File: config.mk
export PLATFORM = sky130hd
export DESIGN_NAME = moving_average_noise_gate_top
export DESIGN_NICKNAME = d
export VERILOG_FILES = /design/src/rtl/mang_pkg.sv /design/src/rtl/mang_ring.sv /design/src/rtl/mang_div.sv /design/src/rtl/moving_average_noise_gate_top.sv
export VERILOG_INCLUDE_DIRS = /design/src /design/src/rtl
export SDC_FILE = /design/constraint.sdc
export NUM_CORES = 1
export LEC_CHECK = 0
export BUFFER_PORTS_ARGS = -buffer_cell sky130_fd_sc_hd__clkbuf_2
export CORE_ASPECT_RATIO = 0.9
export CORE_MARGIN = 3
export CORE_UTILIZATION = 45
export CTS_BUF_LIST = sky130_fd_sc_hd__clkbuf_8
export DETAILED_ROUTE_END_ITERATION = 10
export PLACE_DENSITY = 0.67
export SLEW_MARGIN = 5
export SYNTH_ARGS = -nofsm -noshare
export SYNTH_HDL_FRONTEND = slang
export SYNTH_HIERARCHICAL = 1
export SYNTH_SLANG_ARGS = --single-unit
export TNS_END_PERCENT = 20
File: constraint.sdc
create_clock -name clock -period 12.7 [get_ports clock]
set_input_delay 0.635 -clock clock [delete_from_list [all_inputs] [get_ports clock]]
set_output_delay 0.635 -clock clock [all_outputs]
set_load 0.01 [all_outputs]
File: src/rtl/moving_average_noise_gate_top_assert.svh
// Assertion macros used by the moving-average noise gate top level.
`ifndef MOVING_AVERAGE_NOISE_GATE_TOP_ASSERT_SVH
`define MOVING_AVERAGE_NOISE_GATE_TOP_ASSERT_SVH

// Consequent must hold in the same cycle as the antecedent.
`define MANG_ASSERT_SAME(lbl, clk, rst, ante, cons, msg) \
   lbl: assert property (@(posedge clk) disable iff (rst) (ante) |-> (cons)) \
      else $error(msg);

// Consequent must hold in the cycle after the antecedent.
`define MANG_ASSERT_NEXT(lbl, clk, rst, ante, cons, msg) \
   lbl: assert property (@(posedge clk) disable iff (rst) (ante) |=> (cons)) \
      else $error(msg);

`endif

File: src/rtl/mang_pkg.sv
// Types and fixed constants of the moving-average noise gate.
package mang_pkg;

   localparam int SAMPLE_W = 10;
   localparam int SUM_W    = 14;
   localparam int NOISE_W  = 16;
   // Width of the difference sum times one hundred.
   localparam int NUM_W    = 21;
   localparam int DIV_CNT_W = 5;

   localparam logic [6:0]         PERCENT     = 7'd100;
   localparam logic [NOISE_W-1:0] NOISE_MAX   = 16'hFFFF;
   localparam logic [NOISE_W-1:0] LIMIT_RESET = 16'd100;
   localparam logic [SAMPLE_W-1:0] SAMPLE_MAX = 10'h3FF;

   typedef enum logic [2:0] {
      ST_IDLE,
      ST_RD_OLDEST,
      ST_RD_OLDER,
      ST_RD_PREV,
      ST_SUM,
      ST_AVG,
      ST_DIV,
      ST_OUT
   } state_type;

   typedef struct packed {
      logic busy;
      logic done;
   } div_stat_type;

endpackage

File: src/rtl/mang_ring.sv
// Sample ring memory with one write port, one registered read port and per-entry valid bits.
module mang_ring #(
   parameter int DEPTH = 16,
   parameter int AW    = 4
) (
   input  logic                          clock,
   input  logic                          reset,
   input  logic                          wr_en,
   input  logic [AW-1:0]                 wr_addr,
   input  logic [mang_pkg::SAMPLE_W-1:0] wr_data,
   input  logic                          rd_en,
   input  logic [AW-1:0]                 rd_addr,
   output logic [mang_pkg::SAMPLE_W-1:0] rd_data
);

   logic [mang_pkg::SAMPLE_W-1:0] mem [DEPTH];
   logic [DEPTH-1:0]              valid_ff;
   logic [mang_pkg::SAMPLE_W-1:0] rdata_ff;
   logic                          rvalid_ff;

   always_ff @(posedge clock) begin
      if (wr_en) begin
         mem[wr_addr] <= wr_data;
      end
      if (rd_en) begin
         rdata_ff <= mem[rd_addr];
      end
   end

   // An entry that was never written since reset reads as zero.
   always_ff @(posedge clock) begin
      if (reset) begin
         valid_ff  <= '0;
         rvalid_ff <= 1'b0;
      end else begin
         if (wr_en) begin
            valid_ff[wr_addr] <= 1'b1;
         end
         if (rd_en) begin
            rvalid_ff <= valid_ff[rd_addr];
         end
      end
   end

   assign rd_data = rvalid_ff ? rdata_ff : '0;

endmodule

File: src/rtl/mang_div.sv
// Restoring divider, one quotient bit per cycle, for the noise ratio.
module mang_div (
   input  logic                         clock,
   input  logic                         reset,
   input  logic                         start,
   input  logic [mang_pkg::NUM_W-1:0]   numer,
   input  logic [mang_pkg::SUM_W-1:0]   denom,
   output logic [mang_pkg::NUM_W-1:0]   quot,
   output mang_pkg::div_stat_type       stat
);

   logic                           busy_ff, busy_in;
   logic                           done_ff, done_in;
   logic [mang_pkg::DIV_CNT_W-1:0] cnt_ff, cnt_in;
   logic [mang_pkg::SUM_W-1:0]     rem_ff, rem_in;
   logic [mang_pkg::NUM_W-1:0]     quo_ff, quo_in;
   logic [mang_pkg::SUM_W-1:0]     den_ff, den_in;
   logic [mang_pkg::SUM_W:0]       trial;
   logic [mang_pkg::SUM_W:0]       diff;
   logic                           fits;

   // A zero divisor always fits, which leaves an all-ones quotient.
   always_comb begin
      trial = {rem_ff, quo_ff[mang_pkg::NUM_W-1]};
      diff  = trial - {1'b0, den_ff};
      fits  = trial >= {1'b0, den_ff};
      busy_in = busy_ff;
      done_in = 1'b0;
      cnt_in  = cnt_ff;
      rem_in  = rem_ff;
      quo_in  = quo_ff;
      den_in  = den_ff;
      if (start) begin
         busy_in = 1'b1;
         cnt_in  = '0;
         rem_in  = '0;
         quo_in  = numer;
         den_in  = denom;
      end else if (busy_ff) begin
         rem_in = fits ? diff[mang_pkg::SUM_W-1:0] : trial[mang_pkg::SUM_W-1:0];
         quo_in = {quo_ff[mang_pkg::NUM_W-2:0], fits};
         cnt_in = cnt_ff + 1'b1;
         if (cnt_ff == mang_pkg::DIV_CNT_W'(mang_pkg::NUM_W - 1)) begin
            busy_in = 1'b0;
            done_in = 1'b1;
         end
      end
   end

   always_ff @(posedge clock) begin
      if (reset) begin
         busy_ff <= 1'b0;
         done_ff <= 1'b0;
         cnt_ff  <= '0;
      end else begin
         busy_ff <= busy_in;
         done_ff <= done_in;
         cnt_ff  <= cnt_in;
      end
   end

   always_ff @(posedge clock) begin
      rem_ff <= rem_in;
      quo_ff <= quo_in;
      den_ff <= den_in;
   end

   assign quot      = quo_ff;
   assign stat.busy = busy_ff;
   assign stat.done = done_ff;

endmodule

File: src/rtl/moving_average_noise_gate_top.sv
// Moving-average noise gate top level: control sequencer, running sums and result register.
// Each accepted sample is written into a ring memory; three earlier samples are then read back
// one per cycle through the memory's single registered read port, the sample and difference
// sums are updated, the average comes from a reciprocal multiply, and the noise percentage
// from a 21-step bit-serial divider. Most of an item's time from acceptance until its result
// is offered is spent in the divider, and the next item is accepted once the sequencer
// returns to idle, which it does as soon as the result register is free. While a result
// waits to be taken, the next item is still accepted. The ring starts out reading as all
// zeros after reset, with no clearing pass. The noise limit register resets to 100 and is
// written with csr_wr_en.
module moving_average_noise_gate_top #(
   parameter int AVG_COUNT  = 8,
   parameter int RING_DEPTH = 16
) (
   input  logic        clock,
   input  logic        reset,
   // req_tdata: sample [9:0], zero padding [15:10].
   input  logic [15:0] req_tdata,
   input  logic        req_tvalid,
   output logic        req_tready,
   // rsp_tdata: distance [9:0], average [19:10], noise_percent [35:20], padding [39:36].
   output logic [39:0] rsp_tdata,
   // rsp_tuser: too_noisy [0].
   output logic        rsp_tuser,
   output logic        rsp_tvalid,
   input  logic        rsp_tready,
   input  logic        csr_wr_en,
   input  logic [15:0] csr_wr_data
);

   `include "moving_average_noise_gate_top_assert.svh"

   localparam int AW = $clog2(RING_DEPTH);
   localparam int OFF_OLDEST = (RING_DEPTH - (AVG_COUNT % RING_DEPTH)) % RING_DEPTH;
   localparam int OFF_OLDER  = (RING_DEPTH - ((AVG_COUNT + 1) % RING_DEPTH)) % RING_DEPTH;
   localparam int OFF_PREV   = RING_DEPTH - 1;
   // Exact floor division of a 14-bit sum by AVG_COUNT via a rounded-up reciprocal.
   localparam int AVG_SHIFT  = mang_pkg::SUM_W + $clog2(AVG_COUNT);
   localparam int MUL_W      = mang_pkg::SUM_W + 1;
   localparam logic [MUL_W-1:0] AVG_MUL =
      MUL_W'(((64'd1 << AVG_SHIFT) + 64'(AVG_COUNT) - 64'd1) / 64'(AVG_COUNT));

   mang_pkg::state_type state_ff, state_in;

   logic [AW-1:0]                 slot_ff, slot_in;
   logic [mang_pkg::SAMPLE_W-1:0] sample_ff;
   logic [mang_pkg::SAMPLE_W-1:0] oldest_ff;
   logic [mang_pkg::SAMPLE_W-1:0] older_ff;
   logic [mang_pkg::SUM_W-1:0]    sum_ff, sum_in;
   logic [mang_pkg::SUM_W-1:0]    step_ff, step_in;
   logic [mang_pkg::SAMPLE_W-1:0] avg_ff, avg_in;
   logic [mang_pkg::NOISE_W-1:0]  limit_ff;
   logic [39:0]                   rsp_tdata_ff;
   logic                          rsp_tuser_ff;
   logic                          rsp_tvalid_ff;

   logic                          accept;
   logic                          out_free;
   logic                          ring_rd_en;
   logic [AW-1:0]                 ring_rd_addr;
   logic [mang_pkg::SAMPLE_W-1:0] ring_rd_data;
   logic                          div_start;
   logic                          load_out;
   logic [mang_pkg::NUM_W-1:0]    div_numer;
   logic [mang_pkg::NUM_W-1:0]    div_quot;
   mang_pkg::div_stat_type        div_stat;

   logic [mang_pkg::SAMPLE_W-1:0] diff_last, diff_new;
   logic [mang_pkg::SUM_W+MUL_W-1:0] avg_prod;
   logic [mang_pkg::SUM_W-1:0]    avg_full;
   logic [mang_pkg::NOISE_W-1:0]  noise;
   logic                          noisy;

   function automatic logic [AW-1:0] ring_pos(input logic [AW-1:0] slot, input int off);
      logic [AW:0] pos;
      pos = {1'b0, slot} + (AW+1)'(off);
      if (pos >= (AW+1)'(RING_DEPTH)) begin
         pos = pos - (AW+1)'(RING_DEPTH);
      end
      return pos[AW-1:0];
   endfunction

   function automatic logic [mang_pkg::SAMPLE_W-1:0] abs_diff(
      input logic [mang_pkg::SAMPLE_W-1:0] a,
      input logic [mang_pkg::SAMPLE_W-1:0] b
   );
      return (a >= b) ? (a - b) : (b - a);
   endfunction

   mang_ring #(
      .DEPTH (RING_DEPTH),
      .AW    (AW)
   ) u_ring (
      .clock   (clock),
      .reset   (reset),
      .wr_en   (accept),
      .wr_addr (slot_ff),
      .wr_data (req_tdata[mang_pkg::SAMPLE_W-1:0]),
      .rd_en   (ring_rd_en),
      .rd_addr (ring_rd_addr),
      .rd_data (ring_rd_data)
   );

   mang_div u_div (
      .clock (clock),
      .reset (reset),
      .start (div_start),
      .numer (div_numer),
      .denom (sum_ff),
      .quot  (div_quot),
      .stat  (div_stat)
   );

   assign accept   = req_tvalid && req_tready;
   assign out_free = !rsp_tvalid_ff || rsp_tready;

   // Next state.
   always_comb begin
      state_in = state_ff;
      unique case (state_ff)
         mang_pkg::ST_IDLE:      if (req_tvalid) state_in = mang_pkg::ST_RD_OLDEST;
         mang_pkg::ST_RD_OLDEST: state_in = mang_pkg::ST_RD_OLDER;
         mang_pkg::ST_RD_OLDER:  state_in = mang_pkg::ST_RD_PREV;
         mang_pkg::ST_RD_PREV:   state_in = mang_pkg::ST_SUM;
         mang_pkg::ST_SUM:       state_in = mang_pkg::ST_AVG;
         mang_pkg::ST_AVG:       state_in = mang_pkg::ST_DIV;
         mang_pkg::ST_DIV:       if (div_stat.done) state_in = mang_pkg::ST_OUT;
         mang_pkg::ST_OUT:       if (out_free) state_in = mang_pkg::ST_IDLE;
         default:                state_in = mang_pkg::ST_IDLE;
      endcase
   end

   // Control outputs.
   always_comb begin
      req_tready   = 1'b0;
      ring_rd_en   = 1'b0;
      ring_rd_addr = slot_ff;
      div_start    = 1'b0;
      load_out     = 1'b0;
      unique case (state_ff)
         mang_pkg::ST_IDLE: begin
            req_tready = 1'b1;
         end
         mang_pkg::ST_RD_OLDEST: begin
            ring_rd_en   = 1'b1;
            ring_rd_addr = ring_pos(slot_ff, OFF_OLDEST);
         end
         mang_pkg::ST_RD_OLDER: begin
            ring_rd_en   = 1'b1;
            ring_rd_addr = ring_pos(slot_ff, OFF_OLDER);
         end
         mang_pkg::ST_RD_PREV: begin
            ring_rd_en   = 1'b1;
            ring_rd_addr = ring_pos(slot_ff, OFF_PREV);
         end
         mang_pkg::ST_AVG: begin
            div_start = 1'b1;
         end
         mang_pkg::ST_OUT: begin
            load_out = out_free;
         end
         default: begin
         end
      endcase
   end

   // Running sums wrap at 14 bits; the previous sample arrives from the memory in ST_SUM.
   always_comb begin
      diff_last = abs_diff(oldest_ff, older_ff);
      diff_new  = abs_diff(sample_ff, ring_rd_data);
      sum_in    = sum_ff + mang_pkg::SUM_W'(sample_ff) - mang_pkg::SUM_W'(oldest_ff);
      step_in   = step_ff + mang_pkg::SUM_W'(diff_new) - mang_pkg::SUM_W'(diff_last);
      slot_in   = ring_pos(slot_ff, 1);
   end

   always_comb begin
      avg_prod  = (mang_pkg::SUM_W+MUL_W)'(sum_ff) * (mang_pkg::SUM_W+MUL_W)'(AVG_MUL);
      avg_full  = mang_pkg::SUM_W'(avg_prod >> AVG_SHIFT);
      avg_in    = (avg_full > mang_pkg::SUM_W'(mang_pkg::SAMPLE_MAX)) ? mang_pkg::SAMPLE_MAX
                                                                      : avg_full[9:0];
      div_numer = mang_pkg::NUM_W'(step_ff) * mang_pkg::NUM_W'(mang_pkg::PERCENT);
   end

   always_comb begin
      if (sum_ff == '0 || div_quot > mang_pkg::NUM_W'(mang_pkg::NOISE_MAX)) begin
         noise = mang_pkg::NOISE_MAX;
      end else begin
         noise = div_quot[mang_pkg::NOISE_W-1:0];
      end
      noisy = noise > limit_ff;
   end

   always_ff @(posedge clock) begin
      if (reset) begin
         state_ff      <= mang_pkg::ST_IDLE;
         slot_ff       <= '0;
         sum_ff        <= '0;
         step_ff       <= '0;
         limit_ff      <= mang_pkg::LIMIT_RESET;
         rsp_tvalid_ff <= 1'b0;
      end else begin
         state_ff <= state_in;
         if (state_ff == mang_pkg::ST_SUM) begin
            sum_ff  <= sum_in;
            step_ff <= step_in;
            slot_ff <= slot_in;
         end
         if (csr_wr_en) begin
            limit_ff <= csr_wr_data;
         end
         if (load_out) begin
            rsp_tvalid_ff <= 1'b1;
         end else if (rsp_tready) begin
            rsp_tvalid_ff <= 1'b0;
         end
      end
   end

   always_ff @(posedge clock) begin
      if (accept) begin
         sample_ff <= req_tdata[mang_pkg::SAMPLE_W-1:0];
      end
      if (state_ff == mang_pkg::ST_RD_OLDER) begin
         oldest_ff <= ring_rd_data;
      end
      if (state_ff == mang_pkg::ST_RD_PREV) begin
         older_ff <= ring_rd_data;
      end
      if (state_ff == mang_pkg::ST_AVG) begin
         avg_ff <= avg_in;
      end
      if (load_out) begin
         rsp_tdata_ff <= {4'b0, noise, avg_ff,
                          (noisy ? {mang_pkg::SAMPLE_W{1'b0}} : avg_ff)};
         rsp_tuser_ff <= noisy;
      end
   end

   assign rsp_tdata  = rsp_tdata_ff;
   assign rsp_tuser  = rsp_tuser_ff;
   assign rsp_tvalid = rsp_tvalid_ff;

   `MANG_ASSERT_NEXT(a_accept_starts_reads, clock, reset, accept,
      state_ff == mang_pkg::ST_RD_OLDEST, "accepted item did not start the ring reads")
   `MANG_ASSERT_SAME(a_div_done_in_wait, clock, reset, div_stat.done,
      state_ff == mang_pkg::ST_DIV, "divider finished outside its wait state")
   `MANG_ASSERT_SAME(a_div_start_idle, clock, reset, div_start,
      !div_stat.busy, "divider started while still busy")
   `MANG_ASSERT_SAME(a_noisy_gates_distance, clock, reset, rsp_tvalid && rsp_tuser,
      rsp_tdata[9:0] == 10'd0, "noisy result carries a nonzero distance")

endmodule
==> results of run 1 <==
flip-flops by register name, indices dropped and copies added, names as in the netlist, 3 cells and up:
signal / flops
u_ring/rdata_ff: 10
state_ff: 3
sum_ff: 14
step_ff: 14
u_div/quot: 21
rsp_tdata: 36
avg_ff: 10
sample_ff: 10
u_div/den_ff: 14
u_ring/mem: 160
u_ring/valid_ff: 16
u_div/cnt_ff: 5
oldest_ff: 10
limit_ff: 16
older_ff: 10
slot_ff: 4
u_div/rem_ff: 14
final timing paths:
check                       end  cells past startpoint
setup / recovery    step_ff[11]                     16
hold / removal      limit_ff[2]                      3
setup reg to reg    step_ff[11]                     16
hold reg to reg   rsp_tdata[13]                      0
per-stage QoR:
stage / area (um2) / total power [mW]
after floorplan: 20300 / 2.11
after global placement: 21300 / 2.29
after detailed placement: 21300 / 2.32
after CTS: 22400 / 3.28
after global routing: 22400 / 3.45
final: 22400 / 3.26
routing by layer:
| metal | up-vias | global-route usage (%) |
|---|---|---|
| li1 | 6344 | - |
| met2 | 355 | 29.4 |
| met1 | 6361 | 25.3 |
| met5 | - | 0 |
| met3 | 52 | 3.16 |
| met4 | 0 | 5.95 |
critical path, cell delays in order (launching register included):
cell and delay (ns):
sky130_fd_sc_hd__dfxtp_1 0.52, sky130_fd_sc_hd__and2_1 0.32, sky130_fd_sc_hd__ha_1 0.37, sky130_fd_sc_hd__a21o_1 0.22, sky130_fd_sc_hd__a31oi_1 0.25, sky130_fd_sc_hd__a311o_1 0.61, sky130_fd_sc_hd__a211oi_1 0.13, sky130_fd_sc_hd__a21oi_1 0.19
sky130_fd_sc_hd__xor2_1 0.24, sky130_fd_sc_hd__fa_1 0.46, sky130_fd_sc_hd__ha_1 0.38, sky130_fd_sc_hd__a211oi_1 0.27, sky130_fd_sc_hd__o211ai_1 0.25, sky130_fd_sc_hd__a2111oi_1 0.54, sky130_fd_sc_hd__o21ai_0 0.19, sky130_fd_sc_hd__nand3b_1 0.13
sky130_fd_sc_hd__a21oi_1 0.07
layout make-up:
type,instances,area [um2]
Multi-Input combinational cell,1066,9040
Fill cell,3821,21900
Sequential cell,372,10300
Clock buffer,59,812
Tap cell,600,751
Inverter,180,676
Timing Repair Buffer,96,548
Clock inverter,47,292
power by group through the flow:
stage | Sequential (mW) | Clock [mW] | Combinational (mW)
finish | 1.40 | 0.955 | 0.904
floorplan | 1.41 | 0 | 0.699
global placement | 1.43 | 0 | 0.864
CTS | 1.40 | 0.987 | 0.895
detailed placement | 1.43 | 0 | 0.889
global route | 1.41 | 1.04 | 1.00
layout by cell type, fill, tap and decap left out, types with 59 or more instances in the layout:
| master | instances |
|---|---|
| sky130_fd_sc_hd__edfxtp_1 | 282 |
| sky130_fd_sc_hd__clkbuf_2 | 69 |
| sky130_fd_sc_hd__nor2_1 | 148 |
| sky130_fd_sc_hd__a21oi_1 | 86 |
| sky130_fd_sc_hd__dfxtp_1 | 90 |
| sky130_fd_sc_hd__nand2_1 | 76 |
| sky130_fd_sc_hd__clkbuf_8 | 59 |
| sky130_fd_sc_hd__inv_1 | 196 |
| sky130_fd_sc_hd__ha_1 | 152 |
==> qor.txt, run 1 <==
OUTCOME
--------------------------------------------------------------------------------------
Result of the run ....................................................... finished, final reports clean

ROUTE
--------------------------------------------------------------------------------------
DR top layer ............................................................         met4
# DRC ...................................................................            0
Via density .............................................................         5.42
Post-detailed-route count of antenna-violating nets .....................            0
Via count ...............................................................        13100
Total routed wirelength .................................................      43.7 mm
Routed met3 length ......................................................      2.36 mm
Met2 wire len ...........................................................      20.6 mm
WL per Instance .........................................................      18.1 um
Length of the first detailed-routing pass in iterations .................            5
Met1 Wirelength .........................................................      19.7 mm
Number of DRC violations after detailed-routing iteration 0 .............          918

SETUP PATH
--------------------------------------------------------------------------------------
Maximum fanout along the worst path .....................................           14
Data arrival time of the worst path .....................................      5.80 ns
Critical path launch point .............................................. u_ring/rvalid_ff
Kind of start point of the critical path ................................         flop
Critical setup path kind ................................................ flop to flop
Kind of capture point of the worst setup path ...........................         flop
Worst path required time ................................................     13.20 ns
Worst r2r src ........................................................... u_ring/rvalid_ff
Reg-to-reg setup timing slack ...........................................      7.40 ns

STA
--------------------------------------------------------------------------------------
Transition time of the tightest slew-check pin ..........................      1.12 ns
Final Cycle Share .......................................................        41.8%
Number of setup violations in the final report ..........................            0
Final hold viol count ...................................................            0
Max Slew Vio Count ......................................................            0
Setup WS post-layout ....................................................      7.40 ns
Hold Worst Slack ........................................................     0.219 ns
Worst-case clock skew ...................................................    0.0227 ns
Setup total negative slack ..............................................         0 ns
Max transition margin ...................................................        25.2%
FMAX ....................................................................    0.189 GHz
Shortest clock period the worst path allows after layout ................      5.30 ns
Setup repair after global routing missed its margin .....................        false

SYNTHESIS
--------------------------------------------------------------------------------------
Netlist Area Pre-Place ..................................................    20300 um2
Number of instances in the synthesized netlist ..........................         1682
Total number of yosys warnings ..........................................            6
Mean post-synth cell area ...............................................     12.1 um2

CLOCK NETWORK
--------------------------------------------------------------------------------------
Number of resized instances in the post-cts repair step .................            0
Clock buffers created by TritonCTS ......................................           57
Clk pin slew, worst setup/hold paths ....................................      0.06 ns
Clock root buffer master ................................................ sky130_fd_sc_hd__clkbuf_8
Maximum buffer depth of the clock tree ..................................            3
Latest clock arrival within the worst-skew pair .........................      0.64 ns
Total of hold buffers inserted after clock tree synthesis ...............            0
Clock sink count ........................................................          372
TritonCTS clock tree ....................................................        built
Post-CTS repair timing setup buffer count ...............................            0
H-tree depth reported by CTS ............................................            2

GLOBAL ROUTING
--------------------------------------------------------------------------------------
Final global-route overflow total .......................................            0
Gr usage total ..........................................................        18.3%
Antenna violations before repair ........................................            0
Vias in the first global route ..........................................        12700
Wire length of the first global-routing pass ............................      68.9 mm
Pin count of the biggest net entering global routing ....................           50

POWER
--------------------------------------------------------------------------------------
Share of power burned in combinational logic ............................        27.7%
Areal power density over the cells ......................................   146 nW/um2
Sequential power share ..................................................        43.0%
Switching power share of the total ......................................        31.5%
Portion of total power attributed to the clock network ..................        29.3%
Worst-case vdd ir drop ..................................................     0.105 mV
Leakage Power ...........................................................      8.92 nW
Net switching power figure ..............................................      1.03 mW
Cell internal pwr .......................................................      2.23 mW

LAYOUT
--------------------------------------------------------------------------------------
Final standard cell utilization of the core .............................        50.5%
Proportion of layout cells with a drive suffix above 1 ..................        13.1%
Final std cells w/o fill ................................................         2420
Diode insertion count for antenna repair ................................            0
Net count of the finished layout ........................................         1996
Area added between synthesis and finish .................................        10.4%

FLOW RUN
--------------------------------------------------------------------------------------
Number of max-capacitance violations reported ...........................            0

HOLD PATH
--------------------------------------------------------------------------------------
Worst hold path class ................................................... input pin to flop
Hold path start ......................................................... csr_wr_data[2]

PLACED DESIGN
--------------------------------------------------------------------------------------
Worst slack, placed .....................................................      7.49 ns
Number of input and output port buffers inserted ........................           69
Number of placed instances with taps included ...........................         2314
DP HPWL .................................................................      31.3 mm
Weighted congestion reported at the end of routability-driven placement .        0.857

DIE
--------------------------------------------------------------------------------------
Die outline area ........................................................    47700 um2
Area inside the core boundary ...........................................    44300 um2
Die width ...............................................................       230 um
IO Pins .................................................................           80
Die H ...................................................................       207 um
Num rows ................................................................           73
Initial Util ............................................................        45.8%

Power figures use the tool's default switching activity.
==> run 2, diff against run 1 <==
--- a/config.mk
+++ b/config.mk
@@ -6,6 +6,7 @@
 export SDC_FILE = /design/constraint.sdc
 export NUM_CORES = 1
 export LEC_CHECK = 0
+export ABC_AREA = 1
 export BUFFER_PORTS_ARGS = -buffer_cell sky130_fd_sc_hd__clkbuf_2
 export CORE_ASPECT_RATIO = 0.9
 export CORE_MARGIN = 3
==> constraint.sdc (replaced) <==
create_clock -name clock -period 5.09 [get_ports clock]
set_input_delay 0.2545 -clock clock [delete_from_list [all_inputs] [get_ports clock]]
set_output_delay 0.2545 -clock clock [all_outputs]
set_load 0.01 [all_outputs]
==> qor.txt, run 2 <==
POWER
--------------------------------------------------------------------------------------
Share of power burned in combinational logic ............................        27.1%
Portion of total power attributed to the clock network ..................        32.2%
Sequential power share ..................................................        40.7%
Leakage Power ...........................................................      10.9 nW
Design Power ............................................................      8.48 mW
Cell internal pwr .......................................................      5.64 mW
Net switching power figure ..............................................      2.84 mW
Worst-case vdd ir drop ..................................................     0.343 mV
Areal power density over the cells ......................................   355 nW/um2
Switching power share of the total ......................................        33.5%

STA
--------------------------------------------------------------------------------------
Max Slew Vio Count ......................................................            0
Max transition margin ...................................................        21.9%
Setup WS post-layout ....................................................     0.917 ns
Shortest clock period the worst path allows after layout ................      4.17 ns
Final Cycle Share .......................................................        82.0%
Worst-case clock skew ...................................................    0.0261 ns
Setup total negative slack ..............................................         0 ns
Transition time of the tightest slew-check pin ..........................      1.17 ns
Number of setup violations in the final report ..........................            0
Final hold viol count ...................................................            0
Setup repair after global routing missed its margin .....................        false
FMAX ....................................................................    0.240 GHz

CLOCK NETWORK
--------------------------------------------------------------------------------------
TritonCTS clock tree ....................................................        built
Clock sink count ........................................................          372
Clock root buffer master ................................................ sky130_fd_sc_hd__clkbuf_8
Latest clock arrival within the worst-skew pair .........................      0.64 ns
Clk pin slew, worst setup/hold paths ....................................      0.06 ns
Clock buffers created by TritonCTS ......................................           66
Post-CTS repair timing setup buffer count ...............................            0
H-tree depth reported by CTS ............................................            3
Maximum buffer depth of the clock tree ..................................            3

ROUTE
--------------------------------------------------------------------------------------
# DRC ...................................................................            0
Length of the first detailed-routing pass in iterations .................            5
Via count ...............................................................        16300
Total routed wirelength .................................................      50.3 mm
Number of DRC violations after detailed-routing iteration 0 .............         1144
Via density .............................................................         5.08
Post-detailed-route count of antenna-violating nets .....................            0
WL per Instance .........................................................      15.7 um

DIE
--------------------------------------------------------------------------------------
Initial Util ............................................................        45.9%
Die outline area ........................................................    50500 um2
Die width ...............................................................       237 um
Area inside the core boundary ...........................................    46900 um2
Num rows ................................................................           75
IO Pins .................................................................           80
Die H ...................................................................       213 um

OUTCOME
--------------------------------------------------------------------------------------
Result of the run ....................................................... finished, final reports clean

PLACED DESIGN
--------------------------------------------------------------------------------------
Weighted congestion reported at the end of routability-driven placement .        0.896
Worst slack, placed .....................................................     0.947 ns
DP HPWL .................................................................      35.6 mm
Number of input and output port buffers inserted ........................           69
Placed Instance Area ....................................................    22300 um2

LAYOUT
--------------------------------------------------------------------------------------
Area added between synthesis and finish .................................        10.8%
Area of all placed cells without fillers ................................    23900 um2
Diode insertion count for antenna repair ................................            0
Leading cell type in the layout, fill and taps excluded ................. sky130_fd_sc_hd__nand2_1
Sequential cell area in the final layout ................................    10300 um2
Proportion of layout cells with a drive suffix above 1 ..................        9.33%
Multi-input logic area ..................................................     9470 um2
Commonest cells after routing, fill and taps aside ...................... sky130_fd_sc_hd__nand2_1, sky130_fd_sc_hd__inv_1, sky130_fd_sc_hd__edfxtp_1
Layout fillers ..........................................................         4323
Largest Register ........................................................   u_ring/mem
Final standard cell utilization of the core .............................        50.8%
Largest register FFs ....................................................          160
Net count of the finished layout ........................................         2751

SETUP PATH
--------------------------------------------------------------------------------------
Data arrival time of the worst path .....................................      4.69 ns
Kind of start point of the critical path ................................         flop
Kind of capture point of the worst setup path ...........................         flop
Critical setup path kind ................................................ flop to flop
Maximum fanout along the worst path .....................................           11
Worst path required time ................................................      5.60 ns

GLOBAL ROUTING
--------------------------------------------------------------------------------------
Antenna violations before repair ........................................            0
Gr usage total ..........................................................        20.1%
Wire length of the first global-routing pass ............................      81.5 mm
Final global-route overflow total .......................................            0
Pin count of the biggest net entering global routing ....................           89
Vias in the first global route ..........................................        16100

FLOW RUN
--------------------------------------------------------------------------------------
Number of max-capacitance violations reported ...........................            0

SYNTHESIS
--------------------------------------------------------------------------------------
Mean post-synth cell area ...............................................     8.87 um2
Number of instances in the synthesized netlist ..........................         2427
Total number of yosys warnings ..........................................            6
Netlist Area Pre-Place ..................................................    21500 um2

HOLD PATH
--------------------------------------------------------------------------------------
Worst hold path class ................................................... input pin to flop

run 2: changes by cell type in the layout (fill, tap and decap cells not counted), moves of 20 or more:
| cell | delta |
|---|---|
| sky130_fd_sc_hd__a21oi_1 | +29 |
| sky130_fd_sc_hd__o21ai_0 | +82 |
| sky130_fd_sc_hd__nand3_1 | +110 |
| sky130_fd_sc_hd__nand2_1 | +444 |
| sky130_fd_sc_hd__dlygate4sd3_1 | +24 |
| sky130_fd_sc_hd__o211ai_1 | +26 |
| sky130_fd_sc_hd__a211oi_1 | -20 |
| sky130_fd_sc_hd__nor2_1 | +132 |
| sky130_fd_sc_hd__a21o_1 | -23 |
| sky130_fd_sc_hd__mux2_2 | -21 |
| sky130_fd_sc_hd__mux4_1 | -34 |
| sky130_fd_sc_hd__inv_1 | +185 |
| sky130_fd_sc_hd__mux2i_1 | -22 |
run 2: final timing paths:
path / endpoint / cells past startpoint / slack (ns) / start
max: step_ff[8] / 20 / 0.92 / u_ring/rvalid_ff
min: u_ring/mem[4][9] / 1 / 0.1 / req_tdata[9]
max reg2reg: step_ff[8] / 20 / 0.92 / u_ring/rvalid_ff
min reg2reg: u_div/den_ff[7] / 0 / 0.43 / sum_ff[7]
run 2: area by class of cell:
class / count / area share (%)
Tap cell: 616 / 3.23
Timing Repair Buffer: 103 / 2.77
Clock buffer: 71 / 4.10
Clock inverter: 51 / 1.41
Multi-Input combinational cell: 1621 / 39.7
Sequential cell: 372 / 43.1
Inverter: 364 / 5.74
run 2: power groups by stage:
stage          sequential (mW)  combinational (mW)  clock [mW]
3_3_place_gp              3.51                2.23           0
3_5_place_dp              3.51                2.27           0
5_1_grt                   3.46                2.64        2.95
2_1_floorplan             3.48                1.78           0
6_report                  3.45                2.30        2.73
4_1_cts                   3.45                2.29        2.81
run 2: routing by layer:
| layer | vias up | GRT usage [%] | part of all wire (%) |
|---|---|---|---|
| li1 | 8175 | - | - |
| met1 | 7555 | 26.1 | 45 |
| met2 | 434 | 33.8 | 46 |
| met3 | 95 | 3.79 | 5.6 |
| met4 | 0 | 7.69 | 3.1 |
| met5 | - | 0 | 0 |
run 2: what timing repair did:
action,in CTS,in global routing
gates resized for setup,0,0
endpoints found under the hold margin,17,0
hold buffers,24,0
run 2: through the flow:
step	std cells	hold slack, ns
global placement	3052	0.414
global route	3198	0.0860
floorplan	2432	0.353
detailed placement	3052	0.414
CTS	3198	0.0589
finish	3198	0.0998
run 2: worst max-delay path, cell delays in order, from the launching register on:
cell                      delay (ns)
sky130_fd_sc_hd__dfxtp_1        0.52
sky130_fd_sc_hd__nand2_1        0.10
sky130_fd_sc_hd__inv_1          0.18
sky130_fd_sc_hd__ha_1           0.20
sky130_fd_sc_hd__inv_1          0.08
sky130_fd_sc_hd__fa_1           0.44
sky130_fd_sc_hd__nand3_1        0.11
sky130_fd_sc_hd__nand3_1        0.09
sky130_fd_sc_hd__nor2_2         0.28
sky130_fd_sc_hd__inv_2          0.13
sky130_fd_sc_hd__nand2_1        0.08
sky130_fd_sc_hd__nand2_1        0.08
sky130_fd_sc_hd__fa_1           0.49
sky130_fd_sc_hd__fa_1           0.51
sky130_fd_sc_hd__nand3_1        0.12
sky130_fd_sc_hd__nand3_1        0.17
sky130_fd_sc_hd__nand2_1        0.11
sky130_fd_sc_hd__nand2_1        0.06
sky130_fd_sc_hd__xor2_1         0.15
sky130_fd_sc_hd__o21ai_1        0.11
sky130_fd_sc_hd__inv_1          0.06
